### src/rtl/tpsa_pkg.sv
package tpsa_pkg;

    // Pool size and the widths that follow from it. A link equal to the pool
    // size means no unit.
    localparam int MAX_UNITS = 1024;
    localparam int ID_W      = $clog2(MAX_UNITS);
    localparam int LINK_W    = ID_W + 1;
    localparam logic [LINK_W-1:0] NIL_LINK = LINK_W'(MAX_UNITS);

    localparam logic [1:0] ST_OK       = 2'd0;
    localparam logic [1:0] ST_BAD_ID   = 2'd1;
    localparam logic [1:0] ST_NONE     = 2'd2;
    localparam logic [1:0] ST_WAS_FREE = 2'd3;

    localparam logic REQ_ASSIGN = 1'b0;
    localparam logic REQ_FREE   = 1'b1;

    // Datapath operations issued by the controller.
    localparam logic [3:0] OP_IDLE    = 4'd0;
    localparam logic [3:0] OP_CLEAR   = 4'd1;
    localparam logic [3:0] OP_DECIDE  = 4'd2;
    localparam logic [3:0] OP_RD_UNIT = 4'd3;
    localparam logic [3:0] OP_UNLINK  = 4'd4;
    localparam logic [3:0] OP_RESULT  = 4'd5;

    typedef struct packed {
        logic [3:0] op;
    } tpsa_cmd_t;

    typedef struct packed {
        logic clear_done;
        logic error;
        logic is_free;
    } tpsa_stat_t;

endpackage

### src/rtl/tpsa_ctrl.sv
module tpsa_ctrl
    import tpsa_pkg::*;
(
    input  logic       clk,
    input  logic       rst_n,
    input  logic       start,
    input  logic       cfg_write,
    input  tpsa_stat_t stat,
    output tpsa_cmd_t  cmd,
    output logic       busy
);

    localparam logic [2:0] S_CLEAR  = 3'd0;
    localparam logic [2:0] S_IDLE   = 3'd1;
    localparam logic [2:0] S_DECIDE = 3'd2;
    localparam logic [2:0] S_RDU    = 3'd3;
    localparam logic [2:0] S_UNL    = 3'd4;
    localparam logic [2:0] S_RES    = 3'd5;

    logic [2:0] state_reg, state_next;

    always_ff @(posedge clk or negedge rst_n)
    begin
        if (!rst_n)
        begin
            state_reg <= S_CLEAR;
        end
        else
        begin
            state_reg <= state_next;
        end
    end

    always_comb
    begin
        state_next = state_reg;
        cmd.op     = OP_IDLE;
        case (state_reg)
            S_CLEAR:
            begin
                cmd.op = OP_CLEAR;
                if (stat.clear_done)
                begin
                    state_next = S_IDLE;
                end
            end
            S_IDLE:
            begin
                if (start)
                begin
                    state_next = S_DECIDE;
                end
            end
            S_DECIDE:
            begin
                cmd.op = OP_DECIDE;
                if (stat.error)
                begin
                    state_next = S_RES;
                end
                else
                begin
                    state_next = S_RDU;
                end
            end
            S_RDU:
            begin
                // A free finishes here; an assign goes on to unlink its unit.
                cmd.op = OP_RD_UNIT;
                if (stat.is_free)
                begin
                    state_next = S_RES;
                end
                else
                begin
                    state_next = S_UNL;
                end
            end
            S_UNL:
            begin
                cmd.op     = OP_UNLINK;
                state_next = S_RES;
            end
            S_RES:
            begin
                cmd.op     = OP_RESULT;
                state_next = S_IDLE;
            end
            default:
            begin
                state_next = S_IDLE;
            end
        endcase
        if (cfg_write)
        begin
            state_next = S_CLEAR;
        end
    end

    assign busy = (state_reg != S_IDLE);

endmodule

### config.mk
export PLATFORM = sky130hd
export DESIGN_NAME = tpsa_ctrl
export DESIGN_NICKNAME = d
export VERILOG_FILES = /design/src/rtl/tpsa_pkg.sv /design/src/rtl/tpsa_ctrl.sv
export SDC_FILE = /design/constraint.sdc
export NUM_CORES = 1
export LEC_CHECK = 0
export ABC_AREA = 1
export BUFFER_PORTS_ARGS = -buffer_cell sky130_fd_sc_hd__buf_2
export CORE_AREA = 5 5 42 44
export CTS_BUF_LIST = sky130_fd_sc_hd__clkbuf_8
export DETAILED_ROUTE_END_ITERATION = 10
export DIE_AREA = 0 0 47 49
export MAX_ROUTING_LAYER = met4
export RECOVER_POWER = 100
export SYNTH_ARGS = -nofsm -noshare
export SYNTH_HDL_FRONTEND = slang
export SYNTH_SLANG_ARGS = --single-unit
### constraint.sdc
create_clock -name clk -period 1.5 [get_ports clk]
set_input_delay 0.075 -clock clk [delete_from_list [all_inputs] [get_ports clk]]
set_output_delay 0.075 -clock clk [all_outputs]
set_load 0.02 [all_outputs]
# [Word-level counts from Yosys, hierarchy flattened]
# Cells that the tools add are included.
[op_classes] n_reduce_logical=2 eq_ne=8 muxes=7
[ops] cell="3-bit one-hot mux with 5 select lines" n=2
[ops] cell="3-bit two-way mux" n=4
[ops] cell="3-bit by 2-bit equality test with 1-bit output, second input constant" n=2
[ops] cell="3-bit equality test, second input constant" n=2
[ops] cell="3-bit inequality test, second input constant" n=2
[ops] cell="3-bit by 1-bit equality test with 1-bit output, second input constant" n=1
[ops] cell="3-bit zero test" n=1
[ops] cell="3-bit by 1-bit inequality test with 1-bit output, second input constant" n=1
[ops] cell="2-bit AND reduction" n=1
[ops] cell="1-bit two-way mux" n=1
[totals] reg_bits=3 in_bits=7

# [Depth between registers and ports, before layout]
# Gate-level depths: netlist of run 1.
[logic_depth] ltp_word=3 depth_mapped=4 mapped_depth_nobuf=4

# [Least setup slack after synthesis of run 1]
# No wires, ideal clock.
[synth_timing] kind="register to output" from="register state_reg[1]" to="output port cmd[0] in the netlist's numbering" arrival_time_ps=995 setup_slack_ps=430 stages_incl_launch_ff=4 path_buffers=0 required_ps=1425 cell_sequence="dfrtp_1 -> nor2_2 -> nor2_2 -> a21oi_1"
[synth_lines] element="start: declaration" line="tpsa_ctrl.sv:20" source="logic [2:0] state_reg, state_next;"
[synth_lines] element="start signal: assignment" line="tpsa_ctrl.sv:30" source="state_reg <= state_next;"
[synth_lines] element="end: declaration" line="tpsa_ctrl.sv:9" source="output tpsa_cmd_t cmd,"

==> metrics.md, run 1 <==
| Metric | Value |
|---|---|
| Status | `complete, no violations` |
| DIE AREA | `roughly 0.0023 mm2` |
| Initial core utilization | `15.9%` |
| Sequential area share after synthesis | `between 30% and 40%` |
| First-pass GRT wire length | `862 um` |
| Final hold violation count | `0` |
| Layout cells sized above 1 | `29.2%` |
| Number of top-level pins | `12` |
| # DRC | `0` |
| CTS max path bufs | `2` |
| Total GRT Usage | `5.85%` |
| Post-synthesis cell type count | `14` |
| Crit path required time | `1.42 ns` |
| Area Growth Syn to Fin | `51.1%` |
| HP Class | `input pin to register` |
| RSZ-0062 raised after global routing | `no` |
| DRT iter0 DRCs | `12` |
| GR Overflow Total | `0` |
| Core ar. | `0.00140 mm2` |
| DR vias | `around 250` |
| Crit path kind | `register to primary output` |
| Max-slew violations | `0` |
| Overall routed net length | `562 um` |
| Final setup vio count | `0` |
| Tmin final | `1.31 ns` |
| Synth Instances | `34` |
| Yosys reg bits | `3` |
| Total power | `554 uW` |
| WL per Instance | `8.78 um` |
| Row cnt | `14` |
| Final HPWL DP | `462 um` |
| Setup tns final | `0 ns` |
| Fmax | `764 MHz` |
| Synthesized area | `223 um2` |
| Syn_nets | `41` |
| Fillers | `between 150 and 200` |
| Sink Count | `3` |
| Initial antenna violation count | `0` |
| Max-cap violations | `0` |
| Routability-driven placement congestion ratio | `0.725` |
| Max reg flops | `3` |
| Nets@finish | `56` |
| DR pass1 iterations | `4` |
| Tcrit/Tclk final | `87.3%` |
| Synth warnings | `0` |
| Worst-Skew Late Latency | `between 0.2 and 0.25 ns` |
| Avg Inst Size Synth | `6.55 um2` |
| Crit start category | `register` |
| Most used DFF post-synth | `dfrtp_1` |
| Number of synthesized flops with an enable pin | `0` |
| Synth async-reset ratio | `100%` |
| H-tree depth | `1` |
| Critical Path Fanout Max | `8` |
| Largest net degree at the start of global routing | `9` |
| CTS tree | `built` |
| Root Buffer | `clkbuf_8` |
| Post-CTS resize count | `0` |
| Chip height | `between 40 and 50 um` |
| Worst vdd ir | `~360 uV` |
| Final core occ | `24.0%` |
| Vias/cell | `3.84` |
| Kind of end point of the critical path | `primary output` |
| Placed Area | `285 um2` |
| CTS buffer count | `3` |
| Clock-pin slew on the worst setup and hold paths | `around 0.03 ns` |
| Vias in the first global route | `209` |
| Post-layout instance area | `337 um2` |
| Port Buffers | `10` |
| Die Wd | `approximately 47 um` |
| CP arrival | `1.23 ns` |
| Power per Cell Area | `approximately 1600 mW/mm2` |
| Final ANT Viol Nets | `0` |
| Antenna Cells | `0` |
| Leak | `roughly 0.00017 uW` |
| Clock Skew | `between 0.0005 and 0.0006 ns` |
## layout make-up
class	instances	area, um2	area share [%]
multi-input cells	26	125	37.2
clock inverters	1	3.75	1.12
repair buffers	11	56.3	16.7
inverters	4	15.0	4.46
clock buffers	3	41.3	12.3
well taps	16	20.0	5.95
flip-flops and latches	3	75.1	22.3
## metrics by stage
step / std cells / setup slack (ns) / hold WS [ns]
floorplan: 34 / 0.430 / -0.221
detailed placement: 59 / 0.442 / -0.126
global route: 64 / 0.0782 / 0.0905
CTS: 64 / 0.207 / 0.0682
global placement: 59 / 0.444 / -0.128
finish: 64 / 0.190 / 0.0695
## cells by family after synthesis
kind of cell | count (synthesis) | synth area share [%]
and+or+nand+nor | 19 | 41.0
other | 1 | 1.68
buffers and inverters | 5 | 10.1
DFF | 3 | 33.7
AOI/OAI and AO/OA | 6 | 13.5
## worst max-delay path, stage by stage, from the launching register on
cell      delay [ns]
dfrtp_1         0.45
nor2_2          0.21
nor2_2          0.06
a21oi_1         0.12
clkbuf_2        0.18
## what timing repair did
| action | in CTS | in global routing |
|---|---|---|
| hold buffers | 1 | 0 |
| buffers inserted | 0 | 0 |
| hold endpoints to repair | 3 | 0 |
## layout by cell type, fill, tap and decap left out
cell	n
a21oi_1	3
buf_2	6
clkbuf_1	3
clkbuf_2	1
clkbuf_8	3
conb_1	1
dfrtp_1	3
dlygate4sd3_1	1
inv_1	4
inv_2	1
nand2_1	6
nand3_1	4
nand4_1	1
nor2_1	5
nor2_2	2
nor2_4	1
o21ai_0	2
o21ai_1	1
## power by group
part           internal (uW)  switching [uW]  leakage (uW)
combinational           67.5             128     0.0000991
sequential              98.9            33.0     0.0000394
clock                    174            52.3     0.0000269
## cells in the mapped netlist, types with 2 or more instances
library cell / n / area [um2]
nand2_1: 6 / 22.5
nor2_1: 5 / 18.8
nand3_1: 4 / 20.0
a21oi_1: 3 / 15.0
dfrtp_1: 3 / 75.1
inv_1: 2 / 7.51
inv_2: 2 / 7.51
nor2_2: 2 / 12.5
o21ai_1: 2 / 10.0
## path summary, 6_finish.rpt
check | from | end | slack [ns] | cells after the start
setup / recovery | state_reg[0] | cmd[0] | 0.19 | 4
hold / removal | cfg_write | state_reg[2] | 0.07 | 2
setup reg to reg | state_reg[0] | state_reg[0] | 0.45 | 4
hold reg to reg | state_reg[2] | state_reg[2] | 0.62 | 2
max in group asynchronous | rst_n | state_reg[2] | 1.15 | 2
min in group asynchronous | rst_n | state_reg[1] | 0.20 | 2
## per-layer routing
layer	wire length (um)	GRT usage, %	vias to the layer above
met3	64	5.54	2
met2	224	6.56	10
met4	10	2.76	0
met1	263	6.83	97
met5	0	-	-
li1	-	-	137
Note: power is estimated with default switching activity, not from simulation.
==> run 2: changes to the inputs <==
--- a/config.mk
+++ b/config.mk
@@ -7,12 +7,12 @@
 export LEC_CHECK = 0
 export ABC_AREA = 1
 export BUFFER_PORTS_ARGS = -buffer_cell sky130_fd_sc_hd__buf_2
+export CAP_MARGIN = 20
 export CORE_AREA = 5 5 42 44
 export CTS_BUF_LIST = sky130_fd_sc_hd__clkbuf_8
 export DETAILED_ROUTE_END_ITERATION = 10
 export DIE_AREA = 0 0 47 49
 export MAX_ROUTING_LAYER = met4
-export RECOVER_POWER = 100
 export SYNTH_ARGS = -nofsm -noshare
 export SYNTH_HDL_FRONTEND = slang
 export SYNTH_SLANG_ARGS = --single-unit
==> run 2 against run 1 <==
Flip-flop and latch count unchanged; combinational power is 3% higher; clock skew about the same; worst hold slack improved by 0.0036 ns; design area grew 1.1%; largest power group unchanged; non-clock buffer count stayed put; wire length up 1.4%; total power increased by 0.81%; sequential power about the same.
==> metrics.md, run 2 (same netlist as run 1, synthesis figures left out) <==
| Metric | Value |
|---|---|
| Max-cap violations | `0 (unchanged)` |
| Initial core utilization | `15.9% (unchanged)` |
| Critical Path Fanout Max | `8 (unchanged)` |
| Leak | `0.000176 uW (was 0.000165 uW)` |
| Nets@finish | `56 (unchanged)` |
| Routability-driven placement congestion ratio | `0.725 (unchanged)` |
| Worst-Skew Late Latency | `0.21 ns (about the same)` |
| P_int | `345 uW (was 340 uW)` |
| Vias/cell | `3.95 (was 3.84)` |
| Clock group share of total power | `40.5% (was 40.9%)` |
| Kind of end point of the critical path | `primary output (unchanged)` |
| Reg2reg setup slack | `0.47 ns (was 0.45 ns)` |
| HP Class | `input pin to register (unchanged)` |
| Post-layout instance area | `340 um2 (was 337 um2)` |
| Total GRT Usage | `5.85% (unchanged)` |
| Placed Area | `285 um2 (unchanged)` |
| # DRC | `0 (unchanged)` |
| Max reg flops | `3 (unchanged)` |
| Tmin final | `1.30 ns (was 1.31 ns)` |
| Power per Cell Area | `1640 mW/mm2 (about the same)` |
| CTS tree | `built (unchanged)` |
| Status | `complete, no violations (unchanged)` |
| Max-slew violations | `0 (unchanged)` |
| Crit-path cells | `nor2_2 > nor2_2 > a21oi_1 > buf_2 (was nor2_2 > nor2_2 > a21oi_1 > clkbuf_2)` |
| FF+latch area | `75.1 um2 (unchanged)` |
| Crit start category | `register (unchanged)` |
| Antenna Cells | `0 (unchanged)` |
| Fillers | `161 (was 164)` |
| Clock Skew | `0.000538 ns (about the same)` |
| Critical path's largest stage delay | `0.45 ns (about the same)` |
| Chip height | `49 um (unchanged)` |
| DR vias | `253 (was 246)` |
| Area Growth Syn to Fin | `52.8% (was 51.1%)` |
| Fmax | `770 MHz (was 764 MHz)` |
| Row cnt | `14 (unchanged)` |
| Setup bufs post-CTS | `0 (unchanged)` |
| Root Buffer | `clkbuf_8 (unchanged)` |
| Final setup vio count | `0 (unchanged)` |
| Tcrit/Tclk final | `86.5% (was 87.3%)` |
| Layout cells sized above 1 | `37.5% (was 29.2%)` |
| Setup tns final | `0 ns (unchanged)` |
| Sink Count | `3 (unchanged)` |
| Core ar. | `0.00140 mm2 (unchanged)` |
| Vias in the first global route | `209 (unchanged)` |
| Most frequent cells in the layout | `buf_2 (10), nand2_1 (6), nor2_1 (5), nand3_1 (4) (was nand2_1 (6), buf_2 (6), nor2_1 (5), inv_1 (4), nand3_1 (4))` |
| Worst vdd ir | `367 uV (was 364 uV)` |
| DR pass1 iterations | `4 (unchanged)` |
| Highest-delay cell along the critical path | `dfrtp_1 (unchanged)` |
| RSZ-0062 raised after global routing | `no (unchanged)` |
| WHS | `0.0731 ns (was 0.0695 ns)` |
| Largest net degree at the start of global routing | `9 (unchanged)` |
| GR Overflow Total | `0 (unchanged)` |
| Initial antenna violation count | `0 (unchanged)` |
| Register share of total power | `23.7% (was 23.8%)` |
| Final HPWL DP | `462 um (unchanged)` |
| Most common cell after layout, fill and taps aside | `buf_2` |
| WL per Instance | `8.91 um (was 8.78 um)` |
| CTS buffer count | `3 (unchanged)` |
| Number of top-level pins | `12 (unchanged)` |
| Psw | `213 uW (about the same)` |
| H-tree depth | `1 (unchanged)` |
| Final hold violation count | `0 (unchanged)` |
| Sw frac | `38.2% (was 38.5%)` |
| First-pass GRT wire length | `862 um (unchanged)` |
| DIE AREA | `0.00230 mm2 (unchanged)` |
| Overall routed net length | `570 um (was 562 um)` |
| Port Buffers | `10 (unchanged)` |
| CP arrival | `1.22 ns (was 1.23 ns)` |
| Post-CTS resize count | `0 (unchanged)` |
| CTS max path bufs | `2 (unchanged)` |
| Final core occ | `24.3% (was 24.0%)` |
| Multi-input logic area | `125 um2 (unchanged)` |
| Final ANT Viol Nets | `0 (unchanged)` |
| Crit path required time | `1.42 ns (about the same)` |
| Gate power share | `35.8% (was 35.3%)` |
| DRT iter0 DRCs | `14 (was 12)` |
| Clock-pin slew on the worst setup and hold paths | `0.03 ns (about the same)` |
| Cts hold-fix bufs | `1 (unchanged)` |
| CP dominant cell by count | `nor2_2 (unchanged)` |
| Crit path kind | `register to primary output (unchanged)` |
| Die Wd | `47 um (unchanged)` |
-- run 2: cell types whose count changed in the layout (fill, tap and decap cells not counted), sizes merged --
cell	before	now
clkbuf	7	3
buf	6	10
-- run 2: routing by layer --
| metal | wire length [um] | track usage, % | share of wire (%) |
|---|---|---|---|
| met3 | 88 | 5.54 | 15 |
| met1 | 238 | 6.83 | 42 |
| met4 | 10 | 2.76 | 1.8 |
| met2 | 232 | 6.56 | 41 |
| met5 | 0 | - | 0 |
-- run 2: cell type report --
cell class / count / share of cell area, %
inverter: 4 / 4.41
multi-input combinational: 26 / 36.8
sequential: 3 / 22.1
timing repair buffer: 11 / 17.6
clock buffer: 3 / 12.1
tap: 16 / 5.88
clock inverter: 1 / 1.10
-- run 2: power by group through the flow --
stage | logic [uW] | registers [uW] | clock network (uW)
2_1_floorplan | 145 | 127 | 0
3_3_place_gp | 197 | 133 | 0
3_5_place_dp | 199 | 132 | 0
4_1_cts | 202 | 132 | 232
5_1_grt | 224 | 137 | 242
6_report | 200 | 132 | 226
-- run 2: metrics by stage --
stage | power, uW | setup WS, ns | instances
2_1_floorplan | 272 | 0.430 | 34
3_3_place_gp | 331 | 0.444 | 59
3_5_place_dp | 332 | 0.442 | 59
4_1_cts | 566 | 0.207 | 64
5_1_grt | 602 | 0.0905 | 64
6_report | 558 | 0.202 | 64
-- run 2: worst paths after layout --
check / startpoint / to / depth (start not counted)
worst max-delay path: state_reg[0] / cmd[0] / 4
worst min-delay path: cfg_write / state_reg[2] / 2
worst max register to register: state_reg[0] / state_reg[0] / 4
worst min register to register: state_reg[2] / state_reg[2] / 2
max in group asynchronous: rst_n / state_reg[2] / 2
min in group asynchronous: rst_n / state_reg[1] / 2
-- run 2: critical path: cells and delay by family (launching register included) --
kind                   cells  cell delay (ns)
AO/OA/AOI/OAI              1             0.12
buffers and inverters      1             0.17
flip-flops                 1             0.45
AND/OR/NAND/NOR            2             0.27
==> run 3: changes to the inputs <==
--- a/config.mk
+++ b/config.mk
@@ -6,12 +6,12 @@
 export NUM_CORES = 1
 export LEC_CHECK = 0
 export ABC_AREA = 1
-export BUFFER_PORTS_ARGS = -buffer_cell sky130_fd_sc_hd__buf_2
 export CAP_MARGIN = 20
 export CORE_AREA = 5 5 42 44
 export CTS_BUF_LIST = sky130_fd_sc_hd__clkbuf_8
 export DETAILED_ROUTE_END_ITERATION = 10
 export DIE_AREA = 0 0 47 49
+export DONT_BUFFER_PORTS = 1
 export MAX_ROUTING_LAYER = met4
 export SYNTH_ARGS = -nofsm -noshare
 export SYNTH_HDL_FRONTEND = slang
==> run 3 against run 2 <==
Clock-buffer cell count unchanged; combinational power down 7%; clock power about the same; clock skew up 0.0013 ns; first-iteration DRC count down 93%; largest power group unchanged; setup slack better by 0.0010 ns; flip-flop and latch count unchanged; wire length up 3.2%; critical path type unchanged; sequential share of layout area up 2.3 points.
==> metrics.md, run 3 (same netlist as run 1, synthesis figures left out) <==
| Metric | Value |
|---|---|
| Register share of total power | `24.5% (was 23.7%)` |
| Crit path required time | `1.42 ns (about the same)` |
| DIE AREA | `0.00230 mm2 (unchanged)` |
| DR vias | `240 (was 253)` |
| Worst Min Path Start | `cfg_write (unchanged)` |
| Setup tns final | `0 ns (unchanged)` |
| Met2 WL | `240 um (was 232 um)` |
| Final hold violation count | `0 (unchanged)` |
| Die Wd | `47 um (unchanged)` |
| Vias/cell | `4.29 (was 3.95)` |
| Total GRT Usage | `6.15% (was 5.85%)` |
| Overall routed net length | `588 um (was 570 um)` |
| R2r startpoint | `state_reg[1] (was state_reg[0])` |
| Tmin final | `1.30 ns (about the same)` |
| CTS buffer count | `3 (unchanged)` |
| First-pass GRT wire length | `938 um (was 862 um)` |
| Cts hold-fix bufs | `2 (was 1)` |
| H-tree depth | `1 (unchanged)` |
| Initial antenna violation count | `0 (unchanged)` |
| HP Class | `input pin to register (unchanged)` |
| Power per Cell Area | `1770 mW/mm2 (was 1640 mW/mm2)` |
| Port Buffers | `0 (was 10)` |
| Clock Skew | `0.00187 ns (was 0.000538 ns)` |
| Reg2Reg Depth | `4 (unchanged)` |
| Fillers | `175 (was 161)` |
| GR Overflow Total | `0 (unchanged)` |
| CTS max path bufs | `2 (unchanged)` |
| Critical Path Fanout Max | `6 (was 8)` |
| WL per Instance | `10.5 um (was 8.91 um)` |
| P_int | `336 uW (was 345 uW)` |
| Gate power share | `34.1% (was 35.8%)` |
| Worst vdd ir | `540 uV (was 367 uV)` |
| Cells on Worst Hold Path | `3 (was 2)` |
| Post-Place Cells | `50 (was 59)` |
| Fmax | `771 MHz (was 770 MHz)` |
| Row cnt | `14 (unchanged)` |
| Final HPWL DP | `472 um (was 462 um)` |
| Reg2reg setup slack | `0.48 ns (was 0.47 ns)` |
| Kind of end point of the critical path | `primary output (unchanged)` |
| CP arrival | `1.22 ns (about the same)` |
| Largest net degree at the start of global routing | `9 (unchanged)` |
| Routability-driven placement congestion ratio | `0.671 (was 0.725)` |
| Setup bufs post-CTS | `0 (unchanged)` |
| Final ANT Viol Nets | `0 (unchanged)` |
| Tcrit/Tclk final | `86.5% (about the same)` |
| Sink Count | `3 (unchanged)` |
| Post-Layout Cell Count | `56 (was 64)` |
| Sw frac | `38.4% (was 38.2%)` |
| Wire length on met3 | `105 um (was 88 um)` |
| Initial core utilization | `15.9% (unchanged)` |
| Number of top-level pins | `12 (unchanged)` |
| Status | `complete, no violations (unchanged)` |
| Crit start category | `register (unchanged)` |
| Max-slew violations | `0 (unchanged)` |
| Psw | `210 uW (was 213 uW)` |
| RSZ-0062 raised after global routing | `no (unchanged)` |
| Antenna Cells | `0 (unchanged)` |
| Chip height | `49 um (unchanged)` |
| DRT iter0 DRCs | `1 (was 14)` |
| Worst-Skew Late Latency | `0.22 ns (was 0.21 ns)` |
| Worst setup margin | `0.203 ns (was 0.202 ns)` |
| Most frequent cells in the layout | `nand2_1 (6), nor2_1 (5), nand3_1 (4) (was buf_2 (10), nand2_1 (6), nor2_1 (5), nand3_1 (4))` |
| Highest Signal Layer | `met4 (unchanged)` |
| Core ar. | `0.00140 mm2 (unchanged)` |
| FF+latch area | `75.1 um2 (unchanged)` |
| Most common cell after layout, fill and taps aside | `nand2_1 (was buf_2)` |
| Pre-CTS setup slack | `0.444 ns (was 0.442 ns)` |
| # DRC | `0 (unchanged)` |
| Crit path kind | `register to primary output (unchanged)` |
| Nets@finish | `48 (was 56)` |
| CTS tree | `built (unchanged)` |
| Post-CTS resize count | `0 (unchanged)` |
| Final setup vio count | `0 (unchanged)` |
| Layout cells sized above 1 | `22.5% (was 37.5%)` |
| Clock-pin slew on the worst setup and hold paths | `0.03 ns (about the same)` |
| Leak | `0.000144 uW (was 0.000176 uW)` |
| Multi-input logic area | `125 um2 (unchanged)` |
| Max-cap violations | `0 (unchanged)` |
| Area Growth Syn to Fin | `38.2% (was 52.8%)` |
| Max reg flops | `3 (unchanged)` |
| Post-Route M1 WL | `227 um (was 238 um)` |
| Root Buffer | `clkbuf_8 (unchanged)` |
| DR pass1 iterations | `2 (was 4)` |
| WHS Endpoint | `state_reg[0] (was state_reg[2])` |
| Reg2reg end | `state_reg[0] (unchanged)` |
| Vias in the first global route | `226 (was 209)` |
| Clock group share of total power | `41.4% (was 40.5%)` |
## run 3: power by group through the flow
stage	logic, uW	clock network, uW	registers (uW)
floorplan	145	0	127
global placement	181	0	133
detailed placement	184	0	133
CTS	190	232	133
global route	213	247	137
finish	186	226	134
## run 3: worst max path at each step
stage / endpoint / slack, ns / startpoint / cells past startpoint
floorplan: cmd[0] / 0.43 / state_reg[1] / 3
CTS: cmd[0] / 0.21 / state_reg[1] / 4
global route: cmd[0] / 0.11 / state_reg[1] / 4
global placement: cmd[0] / 0.44 / state_reg[1] / 4
detailed placement: cmd[0] / 0.44 / state_reg[1] / 4
finish: cmd[0] / 0.20 / state_reg[1] / 4
## run 3: routing by layer
metal | vias to the layer above | GRT usage (%)
li1 | 120 | -
met1 | 108 | 5.74
met2 | 10 | 7.92
met3 | 2 | 6.64
met4 | 0 | 2.76
met5 | - | -
## run 3: metrics by stage
| step | hold WS (ns) | instance area, um2 | power (uW) | util (%) |
|---|---|---|---|---|
| final | 0.0413 | 308 | 546 | 22.0 |
| after global routing | 0.0567 | 308 | 596 | 22.0 |
| after CTS | 0.0379 | 308 | 555 | 22.0 |
| after detailed placement | -0.220 | 243 | 317 | 17.3 |
| after global placement | -0.220 | 243 | 315 | 17.3 |
| after floorplan | -0.221 | 223 | 272 | - |
## run 3: area by class of cell
class                   count  share of cell area (%)
multi-input cells          26                    40.7
well taps                  16                    6.50
inverters                   4                    4.88
repair buffers              3                    8.94
clock inverters             1                    1.22
clock buffers               3                    13.4
flip-flops and latches      3                    24.4
## run 3: critical path, cell delays in order, from the launching register on
cell	delay [ns]
dfrtp_1	0.44
nor2_2	0.22
nor2_2	0.06
a21oi_1	0.13
buf_4	0.16
